[src/rtl/frame_rate_meter_top_assert.svh]
// Assertion macros for the frame rate meter.
`ifndef FRAME_RATE_METER_TOP_ASSERT_SVH
`define FRAME_RATE_METER_TOP_ASSERT_SVH

// Clocked check, switched off while reset is held.
`define FRM_ASSERT(lbl, prop, msg) \
    lbl: assert property (@(posedge aclk) disable iff (!aresetn) prop) else $error(msg);

// Clocked check that also holds during reset.
`define FRM_ASSERT_ALWAYS(lbl, prop, msg) \
    lbl: assert property (@(posedge aclk) prop) else $error(msg);

`endif

[src/rtl/frm_pkg.sv]
`default_nettype none

package frm_pkg;

    localparam int FRAME_COUNT_BITS = 32;
    localparam int TIME_BITS        = 64;
    localparam int RATE_BITS        = 32;
    localparam int WINDOW_MS        = 1000;
    // 1000 = 1024 - 16 - 8
    localparam int WINDOW_SHIFT     = 10;
    // Dividend width: frame count times the window length
    localparam int DIV_BITS         = FRAME_COUNT_BITS + WINDOW_SHIFT;
    localparam int CNT_BITS         = $clog2(TIME_BITS);

    typedef enum logic [1:0] {
        OP_START = 2'd0,
        OP_STOP  = 2'd1,
        OP_TICK  = 2'd2
    } op_t;

    localparam logic STATUS_OK      = 1'b0;
    localparam logic STATUS_REFUSED = 1'b1;

    // Clamp a quotient to the rate field width.
    function automatic logic [RATE_BITS-1:0] sat_rate(input logic [DIV_BITS-1:0] q);
        logic [DIV_BITS+RATE_BITS-1:0] qx;
        logic                          over;
        qx   = {{RATE_BITS{1'b0}}, q};
        over = |qx[DIV_BITS+RATE_BITS-1:RATE_BITS];
        return over ? {RATE_BITS{1'b1}} : qx[RATE_BITS-1:0];
    endfunction

endpackage

`default_nettype wire

[src/rtl/frame_rate_meter_top.sv]
`default_nettype none
// Frame rate meter. Each input transaction carries an operation in s_tuser (start, stop,
// frame tick) and a millisecond timestamp in s_tdata, and yields exactly one result
// transaction with a status bit (0 ok, 1 refused) and the latest measured frames per
// second. Start, stop, refused items and the first tick after a start pass from the
// idle state to the result state and then to the output register. Any other tick
// first forms the timestamp difference and the running sum bit-serially, one bit per
// cycle over the 64-bit time word. When the running sum reaches 1000 ms the rate is
// computed by a restoring divider that yields one quotient bit per cycle over the
// FRAME_COUNT_BITS + 10 bit dividend. One item is in work at a time; a finished result
// waits in the output register so a new item can be accepted while it is pending.
module frame_rate_meter_top (
    input  wire logic        aclk,
    input  wire logic        aresetn,
    // s_tdata: [63:0] now_ms
    input  wire logic [63:0] s_tdata,
    // s_tuser: [1:0] operation
    input  wire logic [1:0]  s_tuser,
    input  wire logic        s_tvalid,
    output logic             s_tready,
    // m_tdata: [0] status, [32:1] rate_per_second, [39:33] zero
    output logic [39:0]      m_tdata,
    output logic             m_tvalid,
    input  wire logic        m_tready
);
    import frm_pkg::*;

    typedef enum logic [3:0] {
        ST_IDLE   = 4'b0001,
        ST_ACCUM  = 4'b0010,
        ST_DIVIDE = 4'b0100,
        ST_RESULT = 4'b1000
    } state_t;

    // Sequencer and architectural state
    state_t                      state_reg,    state_next;
    logic [CNT_BITS-1:0]         cnt_reg,      cnt_next;
    logic                        running_reg,  running_next;
    logic                        awaiting_reg, awaiting_next;
    logic [TIME_BITS-1:0]        prev_reg,     prev_next;
    logic [TIME_BITS-1:0]        elapsed_reg,  elapsed_next;
    logic [FRAME_COUNT_BITS-1:0] tally_reg,    tally_next;
    logic [RATE_BITS-1:0]        rate_reg,     rate_next;

    // Bit-serial adder / subtractor
    logic [TIME_BITS-1:0]        now_sr_reg,   now_sr_next;
    logic                        borrow_reg,   borrow_next;
    logic                        carry_reg,    carry_next;

    // Restoring divider
    logic [DIV_BITS-1:0]         dq_reg,       dq_next;
    logic [TIME_BITS-1:0]        rem_reg,      rem_next;

    // Result staging and output register
    logic                        status_reg,   status_next;
    logic                        m_valid_reg,  m_valid_next;
    logic                        m_status_reg, m_status_next;
    logic [RATE_BITS-1:0]        m_rate_reg,   m_rate_next;

    // Datapath terms
    logic                        a_bit, b_bit, e_bit, d_bit, s_bit;
    logic [TIME_BITS-1:0]        elapsed_shift;
    logic [TIME_BITS:0]          rem_sh, rem_diff;
    logic                        take;
    logic [DIV_BITS-1:0]         dq_shift;
    logic [DIV_BITS-1:0]         dividend;
    logic                        s_fire;

    assign s_tready = (state_reg == ST_IDLE);
    assign s_fire   = s_tvalid && s_tready;
    assign m_tvalid = m_valid_reg;
    assign m_tdata  = {7'b0, m_rate_reg, m_status_reg};

    // One bit of now - previous, then one bit of elapsed + difference, LSB first
    assign a_bit = now_sr_reg[0];
    assign b_bit = prev_reg[0];
    assign e_bit = elapsed_reg[0];
    assign d_bit = a_bit ^ b_bit ^ borrow_reg;
    assign s_bit = e_bit ^ d_bit ^ carry_reg;
    assign elapsed_shift = {s_bit, elapsed_reg[TIME_BITS-1:1]};

    // One quotient bit per cycle
    assign rem_sh   = {rem_reg, dq_reg[DIV_BITS-1]};
    assign rem_diff = rem_sh - {1'b0, elapsed_reg};
    assign take     = !rem_diff[TIME_BITS];
    assign dq_shift = {dq_reg[DIV_BITS-2:0], take};

    // frames * 1000 as shifts and subtracts
    assign dividend = {tally_reg, {WINDOW_SHIFT{1'b0}}}
                    - DIV_BITS'({tally_reg, 4'b0})
                    - DIV_BITS'({tally_reg, 3'b0});

    always_comb begin
        state_next    = state_reg;
        cnt_next      = cnt_reg;
        running_next  = running_reg;
        awaiting_next = awaiting_reg;
        prev_next     = prev_reg;
        elapsed_next  = elapsed_reg;
        tally_next    = tally_reg;
        rate_next     = rate_reg;
        now_sr_next   = now_sr_reg;
        borrow_next   = borrow_reg;
        carry_next    = carry_reg;
        dq_next       = dq_reg;
        rem_next      = rem_reg;
        status_next   = status_reg;
        m_valid_next  = m_valid_reg && !m_tready;
        m_status_next = m_status_reg;
        m_rate_next   = m_rate_reg;

        unique case (state_reg)
            ST_IDLE: begin
                if (s_fire) begin
                    state_next  = ST_RESULT;
                    status_next = STATUS_REFUSED;
                    unique case (s_tuser)
                        OP_START: begin
                            if (!running_reg) begin
                                running_next  = 1'b1;
                                awaiting_next = 1'b1;
                                tally_next    = '0;
                                elapsed_next  = '0;
                                rate_next     = '0;
                                status_next   = STATUS_OK;
                            end
                        end
                        OP_STOP: begin
                            if (running_reg) begin
                                running_next = 1'b0;
                                status_next  = STATUS_OK;
                            end
                        end
                        OP_TICK: begin
                            if (running_reg) begin
                                status_next = STATUS_OK;
                                if (awaiting_reg) begin
                                    // first frame only records its time
                                    awaiting_next = 1'b0;
                                    prev_next     = s_tdata;
                                    tally_next    = '0;
                                    elapsed_next  = '0;
                                end else begin
                                    now_sr_next = s_tdata;
                                    borrow_next = 1'b0;
                                    carry_next  = 1'b0;
                                    cnt_next    = CNT_BITS'(TIME_BITS - 1);
                                    if (tally_reg != {FRAME_COUNT_BITS{1'b1}}) begin
                                        tally_next = tally_reg + 1'b1;
                                    end
                                    state_next = ST_ACCUM;
                                end
                            end
                        end
                        default: begin
                            status_next = STATUS_REFUSED;
                        end
                    endcase
                end
            end
            ST_ACCUM: begin
                // shift the new time into previous_time as it is consumed
                now_sr_next  = {1'b0, now_sr_reg[TIME_BITS-1:1]};
                prev_next    = {a_bit, prev_reg[TIME_BITS-1:1]};
                elapsed_next = elapsed_shift;
                borrow_next  = (!a_bit && b_bit) || (!a_bit && borrow_reg)
                            || (b_bit && borrow_reg);
                carry_next   = (e_bit && d_bit) || (e_bit && carry_reg)
                            || (d_bit && carry_reg);
                cnt_next     = cnt_reg - 1'b1;
                if (cnt_reg == '0) begin
                    if (elapsed_shift >= TIME_BITS'(WINDOW_MS)) begin
                        dq_next    = dividend;
                        rem_next   = '0;
                        cnt_next   = CNT_BITS'(DIV_BITS - 1);
                        state_next = ST_DIVIDE;
                    end else begin
                        state_next = ST_RESULT;
                    end
                end
            end
            ST_DIVIDE: begin
                rem_next = take ? rem_diff[TIME_BITS-1:0] : rem_sh[TIME_BITS-1:0];
                dq_next  = dq_shift;
                cnt_next = cnt_reg - 1'b1;
                if (cnt_reg == '0) begin
                    rate_next    = sat_rate(dq_shift);
                    tally_next   = '0;
                    elapsed_next = '0;
                    state_next   = ST_RESULT;
                end
            end
            ST_RESULT: begin
                // hold until the output register is free
                if (!m_valid_reg || m_tready) begin
                    m_valid_next  = 1'b1;
                    m_status_next = status_reg;
                    m_rate_next   = rate_reg;
                    state_next    = ST_IDLE;
                end
            end
            default: begin
                state_next = ST_IDLE;
            end
        endcase
    end

    always_ff @(posedge aclk) begin
        if (!aresetn) begin
            state_reg    <= ST_IDLE;
            running_reg  <= 1'b0;
            awaiting_reg <= 1'b1;
            prev_reg     <= '0;
            elapsed_reg  <= '0;
            tally_reg    <= '0;
            rate_reg     <= '0;
            m_valid_reg  <= 1'b0;
        end else begin
            state_reg    <= state_next;
            running_reg  <= running_next;
            awaiting_reg <= awaiting_next;
            prev_reg     <= prev_next;
            elapsed_reg  <= elapsed_next;
            tally_reg    <= tally_next;
            rate_reg     <= rate_next;
            m_valid_reg  <= m_valid_next;
        end
    end

    always_ff @(posedge aclk) begin
        cnt_reg      <= cnt_next;
        now_sr_reg   <= now_sr_next;
        borrow_reg   <= borrow_next;
        carry_reg    <= carry_next;
        dq_reg       <= dq_next;
        rem_reg      <= rem_next;
        status_reg   <= status_next;
        m_status_reg <= m_status_next;
        m_rate_reg   <= m_rate_next;
    end

`include "frame_rate_meter_top_assert.svh"

    `FRM_ASSERT(a_accept_leaves_idle, s_fire |=> (state_reg != ST_IDLE), "accepted item left the sequencer idle")
    `FRM_ASSERT(a_rem_below_divisor, (state_reg == ST_DIVIDE) |-> (rem_reg < elapsed_reg), "divider remainder not below divisor")
    `FRM_ASSERT(a_divide_needs_window, (state_reg == ST_DIVIDE) |-> (elapsed_reg >= TIME_BITS'(WINDOW_MS)), "divide started below window length")
    `FRM_ASSERT(a_accum_while_running, (state_reg == ST_ACCUM) |-> (running_reg && !awaiting_reg), "accumulating while meter disarmed")
    `FRM_ASSERT(a_result_from_stage, $rose(m_valid_reg) |-> ($past(state_reg) == ST_RESULT), "result presented without a finished item")

endmodule

`default_nettype wire
[config.mk]
export PLATFORM = sky130hd
export DESIGN_NAME = frame_rate_meter_top
export DESIGN_NICKNAME = d
export VERILOG_FILES = /design/src/rtl/frm_pkg.sv /design/src/rtl/frame_rate_meter_top.sv
export VERILOG_INCLUDE_DIRS = /design/src /design/src/rtl
export SDC_FILE = /design/constraint.sdc
export NUM_CORES = 1
export LEC_CHECK = 0
export ABC_AREA = 1
export BUFFER_PORTS_ARGS = -buffer_cell sky130_fd_sc_hd__buf_2
export CAP_MARGIN = 20
export CORE_ASPECT_RATIO = 1.5
export CORE_MARGIN = 1.5
export CORE_UTILIZATION = 63
export DETAILED_ROUTE_END_ITERATION = 6
export GPL_TIMING_DRIVEN = 0
export PLACE_DENSITY = 0.87
export SKIP_CTS_REPAIR_TIMING = 1
export SLEW_MARGIN = 20
export SYNTH_ARGS = -nofsm -noshare
export SYNTH_HDL_FRONTEND = slang
export SYNTH_SLANG_ARGS = --single-unit
[constraint.sdc]
create_clock -name aclk -period 6.4 [get_ports aclk]
set_input_delay 0.32 -clock aclk [delete_from_list [all_inputs] [get_ports aclk]]
set_output_delay 0.32 -clock aclk [all_outputs]
set_load 0.1 [all_outputs]
==> metrics.yaml, run 1 <==
die_w_um: 168
cts_tree: "done"
cp_data_required_time_ns: 6.73
cpPeakStageDelay_ns: 0.53
via_count: 24700
drive_gt1_share_pct: 6.32
internal_power_mw: 4.34
grt_pass1_vias: 24200
highest_layer: "met5"
startpoint_type: "flop"
finalHoldViolations: 0
combPwrFrac_pct: 10.1
r2r_setup_slack_ns: 2.74
synthCells: 3530
place_inst: 4150
routed_wl_mm: 81.2
timing.final.ws_setup_ns: 2.74
first_iter_violations: 2137
fp.dieArea_mm2: 0.0421
yosysTopAreaCell: "edfxtp_1"
clk_latency_ns: 0.59
hold_end: "prev_reg[37]"
viasPerCell: 5.85
clock_path_buffers: 3
grt_pass1_wl_mm: 126
cp_max_fo: 9
clk_pin_slew_ns: 0.07
avgRoutedWirePerCell_um: 19.2
worstHoldPathType: "primary input to flop"
root_buffer: "clkbuf_16"
slew_headroom_pct: 15.5
wl_met3_mm: 6.15
synth-edff-count: 212
finalPower_mw: 5.93
status: "complete, no violations"
clkPwrFrac_pct: 39.2
dp_worst_setup_slack_ns: 2.80
wl_met2_mm: 38.9
syn-cell-area_mm2: 0.0258
skew_ns: 0.0270
synth_cell_types: 50
seq_area_mm2: 0.0103
hp-start: "s_tdata[37]"
synth-seq-cells: 411
initial_core_util_pct: 63.9
worstPathArrival_ns: 3.99
path_buf_inv: 3
rsz0062_at_grt: "false"
detail-route-antenna-nets: 0
rr_endpoint: "dq_reg[29]"
powerDensity_mw_per_mm2: 209
filler_cell_count: 3457
ys_seq_area_share_pct: 40.2
fmax_mhz: 273
rows: 90
sw_frac_of_total_pct: 26.8
dp_hpwl_mm: 63.2
synth.top_cells.by_count: "nand2_1, inv_1, nor2_1"
final.min_clock_period_ns: 3.66
nets: 3931
yosys_most_used_dff: "edfxtp_1"
core_mm2: 0.0403
num_io_pins: 112
critPathSlowestCell: "fa_1"
power_switching_mw: 1.59
yosysTopAreaCellShare_pct: 24.7
r2r_start: "tally_reg[0]"
endpoint_kind: "flop"
rr_worst_depth: 15
final_cells: 4227
yosysMostFrequentCell: "nand2_1"
wl_met1_mm: 30.5
p_leak_nw: 11.9
synth_area_leaders: "edfxtp_1, dfxtp_1, nand2_1"
p_seq_share_pct: 50.7
crit_family: "simple AND/OR/NAND/NOR gates"
clock_sinks: 411
holdPathStages: 3
dr.pass1.iters: 6
crit_type: "flop to flop"
port_buffers: 104
numCtsBuffers: 40
grt.total_usage_pct: 38.5
syn_avg_cell_area_um2: 7.30
remaining_drc_errors: 0
async_reset_ff_share_pct: 0
place_congestion: 1.10
antenna_found_initial: 5
multi_input_area_mm2: 0.0134
max_slew.worst_pin.slew_ns: 1.25
crit_top_cell: "nand2_1"
htreeDepth: 2
crit_chain: "inv_1 -> fa_1 -> inv_1 -> ha_1 -> nand2_1 -> nor2_1 -> nand2_1 -> o21ai_0 -> inv_1 -> o21ai_0 -> nand2_1 -> nand2_1 -> nand2_1 -> nand3_1 -> nand2_1"
yosysWarnings: 0
overflow: 0
cap_violations: 0
setup_viol: 0
peakVddDrop_uv: 235
fin_crit_sh_pct: 57.2
synthToLayoutAreaGrowth_pct: 10.1
fp.dieH_um: 251
grt_max_degree: 57
slew_viol_final: 0
## logic make-up after synthesis
kind of cell	after synthesis	share of synthesized area, %
xor+xnor	60	2.04
other cells	1	0.0146
simple gates	1685	26.4
buf+inv	524	8.12
flops	411	40.2
fa+ha+maj	175	9.31
compound gates	674	14.0
## layout make-up
| cell class | instances | area share (%) |
|---|---|---|
| well taps | 506 | 2.23 |
| repair buffers | 108 | 2.22 |
| flip-flops and latches | 411 | 36.5 |
| diodes | 4 | 0.0353 |
| clock inverters | 15 | 0.618 |
| inverters | 408 | 5.41 |
| multi-input cells | 2601 | 47.1 |
| plain buffers | 116 | 1.97 |
| clock buffers | 58 | 3.87 |
## power groups by stage
stage          clock (mW)  sequential (mW)  combinational (mW)
2_1_floorplan           0             3.13               0.327
3_3_place_gp            0             3.06               0.562
3_5_place_dp            0             3.05               0.589
4_1_cts              2.34             3.00               0.593
5_1_grt              2.44             3.01               0.649
6_report             2.33             3.00               0.601
## cells in the final DEF (no fill, tap or decap), drive strengths merged, types with 2 or more instances in the layout
master and count:
inv 410, a31oi 71, nor4 20, clkbuf 135, dfxtp 199, conb 7, diode 4, o21ai 264
clkinv 10, xnor2 13, nor3b 4, nor2 377, a21o 11, and3 2, nor3 38, o211ai 3
xor2 47, o21a 8, nand3b 5, and2 2, clkinvlp 2, buf 147, or2 10, nand4 32
o2111ai 3, o21bai 17, nand2 1062, a21oi 292, fa 28, edfxtp 212, ha 147, a21boi 2
nand3 132
## per-stage QoR
step	TNS [ns]	cell area (um^2)	hold WS (ns)	util (%)
final	0	28400	0.0141	70.4
after global routing	0	28400	0.0259	70.4
after CTS	0	28400	0.000811	70.3
after detailed placement	0	27100	0.413	67.2
after global placement	-27.33	26900	0.410	66.8
after floorplan	0	25800	0.400	-
## worst max-delay path by stage
stage,startpoint,endpoint,slack [ns],cells after the start
3_3_place_gp,now_sr_reg[0],rem_reg[17],-0.27,10
6_report,tally_reg[0],dq_reg[29],2.74,15
2_1_floorplan,now_sr_reg[0],dq_reg[0],1.61,10
4_1_cts,tally_reg[0],dq_reg[22],2.78,14
3_5_place_dp,tally_reg[0],dq_reg[22],2.80,14
5_1_grt,tally_reg[0],dq_reg[22],2.48,14
## worst min-delay path, stage by stage
cell     delay, ns
buf_2         0.09
nand2_1       0.07
a31oi_1       0.07
## per-layer routing
layer  track usage, %  vias up
li1                 -    11900
met1             44.3    11400
met2             65.7     1098
met3             7.25      325
met4             25.1        2
met5                0        -
No activity file was read; power rests on OpenSTA's default activity.
==> run 2, diff against run 1 <==
--- a/config.mk
+++ b/config.mk
@@ -11,10 +11,10 @@
 export CAP_MARGIN = 20
 export CORE_ASPECT_RATIO = 1.5
 export CORE_MARGIN = 1.5
-export CORE_UTILIZATION = 63
+export CORE_UTILIZATION = 57
 export DETAILED_ROUTE_END_ITERATION = 6
 export GPL_TIMING_DRIVEN = 0
-export PLACE_DENSITY = 0.87
+export PLACE_DENSITY = 0.84
 export SKIP_CTS_REPAIR_TIMING = 1
 export SLEW_MARGIN = 20
 export SYNTH_ARGS = -nofsm -noshare
==> constraint.sdc (replaced) <==
create_clock -name aclk -period 3.04 [get_ports aclk]
set_input_delay 0.152 -clock aclk [delete_from_list [all_inputs] [get_ports aclk]]
set_output_delay 0.152 -clock aclk [all_outputs]
set_load 0.1 [all_outputs]
==> run 2 against run 1 <==
Die area up 10%. Combinational power up 140%. Clock-buffer cell count down 1. Critical path depth down 3. Via count up 2.4%. Largest power group unchanged. Global-route usage down 4.1 points. Utilization down 3.1 points. The run now ends with negative hold slack, negative setup slack left. Hold slack worse by 0.028 ns. Maximum frequency up 3.5%. Design area up 6.0%. Setup slack worse by 3.2 ns. Sequential power up 110%.
==> metrics.yaml, run 2 (same netlist as run 1, synthesis figures left out) <==
status: "complete, but fails checks"  # was complete, no violations
violations: "negative hold slack, negative setup slack"
max_slew.worst_pin.slew_ns: 1.16  # was 1.25 ns
dr.pass1.iters: 6  # unchanged
remaining_drc_errors: 0  # unchanged
startpoint_type: "flop"  # unchanged
grt_pass1_vias: 24300  # was 24200
powerDensity_mw_per_mm2: 434  # was 209 mW/mm^2
nets: 4029  # was 3931
grt_pass1_wl_mm: 125  # was 126 mm
seq_area_mm2: 0.0104  # was 0.0103 mm^2
detail-route-antenna-nets: 0  # unchanged
via_count: 25300  # was 24700
port_buffers: 104  # unchanged
cp_max_fo: 6  # was 9
crit_type: "flop to flop"  # unchanged
place_congestion: 1.01  # was 1.10
layout_commonest_cell: "nand2_1"  # unchanged
die_w_um: 177  # was 168 um
final_cell_mix: "nand2_1, inv_1, nor2_1"  # unchanged
htreeDepth: 2  # unchanged
fmax_mhz: 283  # was 273 MHz
holdPathStages: 3  # unchanged
grt.total_usage_pct: 34.4  # was 38.5%
numCtsBuffers: 41  # was 40
fp.dieH_um: 263  # was 251 um
fp.dieArea_mm2: 0.0465  # was 0.0421 mm^2
finalHoldViolations: 3  # was 0
cap_violations: 0  # unchanged
multi_input_area_mm2: 0.0140  # was 0.0134 mm^2
initial_core_util_pct: 57.6  # was 63.9%
filler_cell_count: 3858  # was 3457
fin_crit_sh_pct: 116  # was 57.2%
root_buffer: "clkbuf_16"  # unchanged
final.min_clock_period_ns: 3.54  # was 3.66 ns
grt_max_degree: 107  # was 57
clock_path_buffers: 3  # unchanged
timing.final.ws_setup_ns: -0.497  # was 2.74 ns
peakVddDrop_uv: 605  # was 235 uV
avgRoutedWirePerCell_um: 19.7  # was 19.2 um
first_iter_violations: 2176  # was 2137
worstHoldPathType: "primary input to flop"  # unchanged
slew_headroom_pct: 23.0  # was 15.5%
clk_latency_ns: 0.60  # was 0.59 ns
worstPathArrival_ns: 3.87  # was 3.99 ns
endpoint_kind: "flop"  # unchanged
overflow: 0  # unchanged
rsz0062_at_grt: "true"  # was false
antenna_found_initial: 1  # was 5
synthToLayoutAreaGrowth_pct: 16.7  # was 10.1%
drive_gt1_share_pct: 10.8  # was 6.32%
whs_ns: -0.0135  # was 0.0141 ns
slew_viol_final: 0  # unchanged
skew_ns: 0.0333  # was 0.0270 ns
clk_pin_slew_ns: 0.06  # was 0.07 ns
p_leak_nw: 12.5  # was 11.9 nW
dp_hpwl_mm: 62.5  # was 63.2 mm
rr_worst_depth: 12  # was 15
viasPerCell: 5.75  # was 5.85
core_mm2: 0.0447  # was 0.0403 mm^2
clock_sinks: 411  # unchanged
cp_data_required_time_ns: 3.38  # was 6.73 ns
cts_tree: "done"  # unchanged
finalCoreUtilization_pct: 67.3  # was 70.4%
rows: 95  # was 90
finalPower_mw: 13.0  # was 5.93 mW
routed_wl_mm: 86.6  # was 81.2 mm
num_io_pins: 112  # unchanged
setup_viol: 114  # was 0
run 2: changes by cell type in the layout (fill, tap and decap cells not counted), sizes merged:
| cell | delta |
|---|---|
| bufinv | -1 |
| buf | +22 |
| nand2 | +9 |
| inv | -3 |
| dlygate4sd3 | +66 |
| clkbuf | -1 |
| clkinvlp | +3 |
| diode | -2 |
| clkinv | +5 |
run 2: stage by stage:
step                      TNS, ns  setup slack [ns]  hold slack (ns)  instances  cell area [um^2]
after global placement    -258.59             -1.54            0.404       4222             27100
after floorplan                 0            0.0716            0.326       3536             25800
after global routing       -60.06            -0.574           0.0211       4400             30100
after detailed placement  -165.94             -1.24            0.415       4224             27100
final                      -49.20            -0.497          -0.0135       4401             30100
after CTS                 -171.13             -1.27           -0.163       4300             28500
run 2: area by class of cell:
class / instances / area share, %
clock buffer: 57 / 3.92
sequential: 411 / 34.6
clock inverter: 19 / 0.666
timing repair buffer: 197 / 4.82
tap: 582 / 2.42
inverter: 408 / 5.14
multi-input combinational: 2610 / 46.5
antenna: 2 / 0.0166
buffer: 115 / 1.87
run 2: worst paths after layout:
kind / from / endpoint / slack (ns)
setup / recovery: now_sr_reg[0] / dq_reg[29] / -0.50
hold / removal: s_tvalid / status_reg / -0.01
setup reg to reg: now_sr_reg[0] / dq_reg[29] / -0.50
hold reg to reg: rate_reg[1] / m_rate_reg[1] / 0.41
run 2: critical path: stages (launching register included):
cell and delay, ns:
edfxtp_1 0.42, fa_1 0.51, inv_1 0.06, fa_1 0.50, inv_2 0.09, nor4_4 0.23
nand2_2 0.10, nor4_4 0.56, nand2_2 0.19, nand3_4 0.16, buf_6 0.16, nand2_2 0.08
buf_6 0.23
run 2: metal layers:
metal,routed length (um),up-vias,track usage (%)
li1,-,12100,-
met2,43800,1050,62.0
met3,5000,357,4.74
met5,0,-,0
met1,31000,11800,37.3
met4,6710,0,22.1
run 2: where the power goes:
group	switching [mW]	total [mW]	internal [mW]	leakage [nW]
logic	1.06	1.47	0.404	8.38
registers	0.155	6.34	6.18	3.44
clock network	2.45	5.24	2.79	0.663
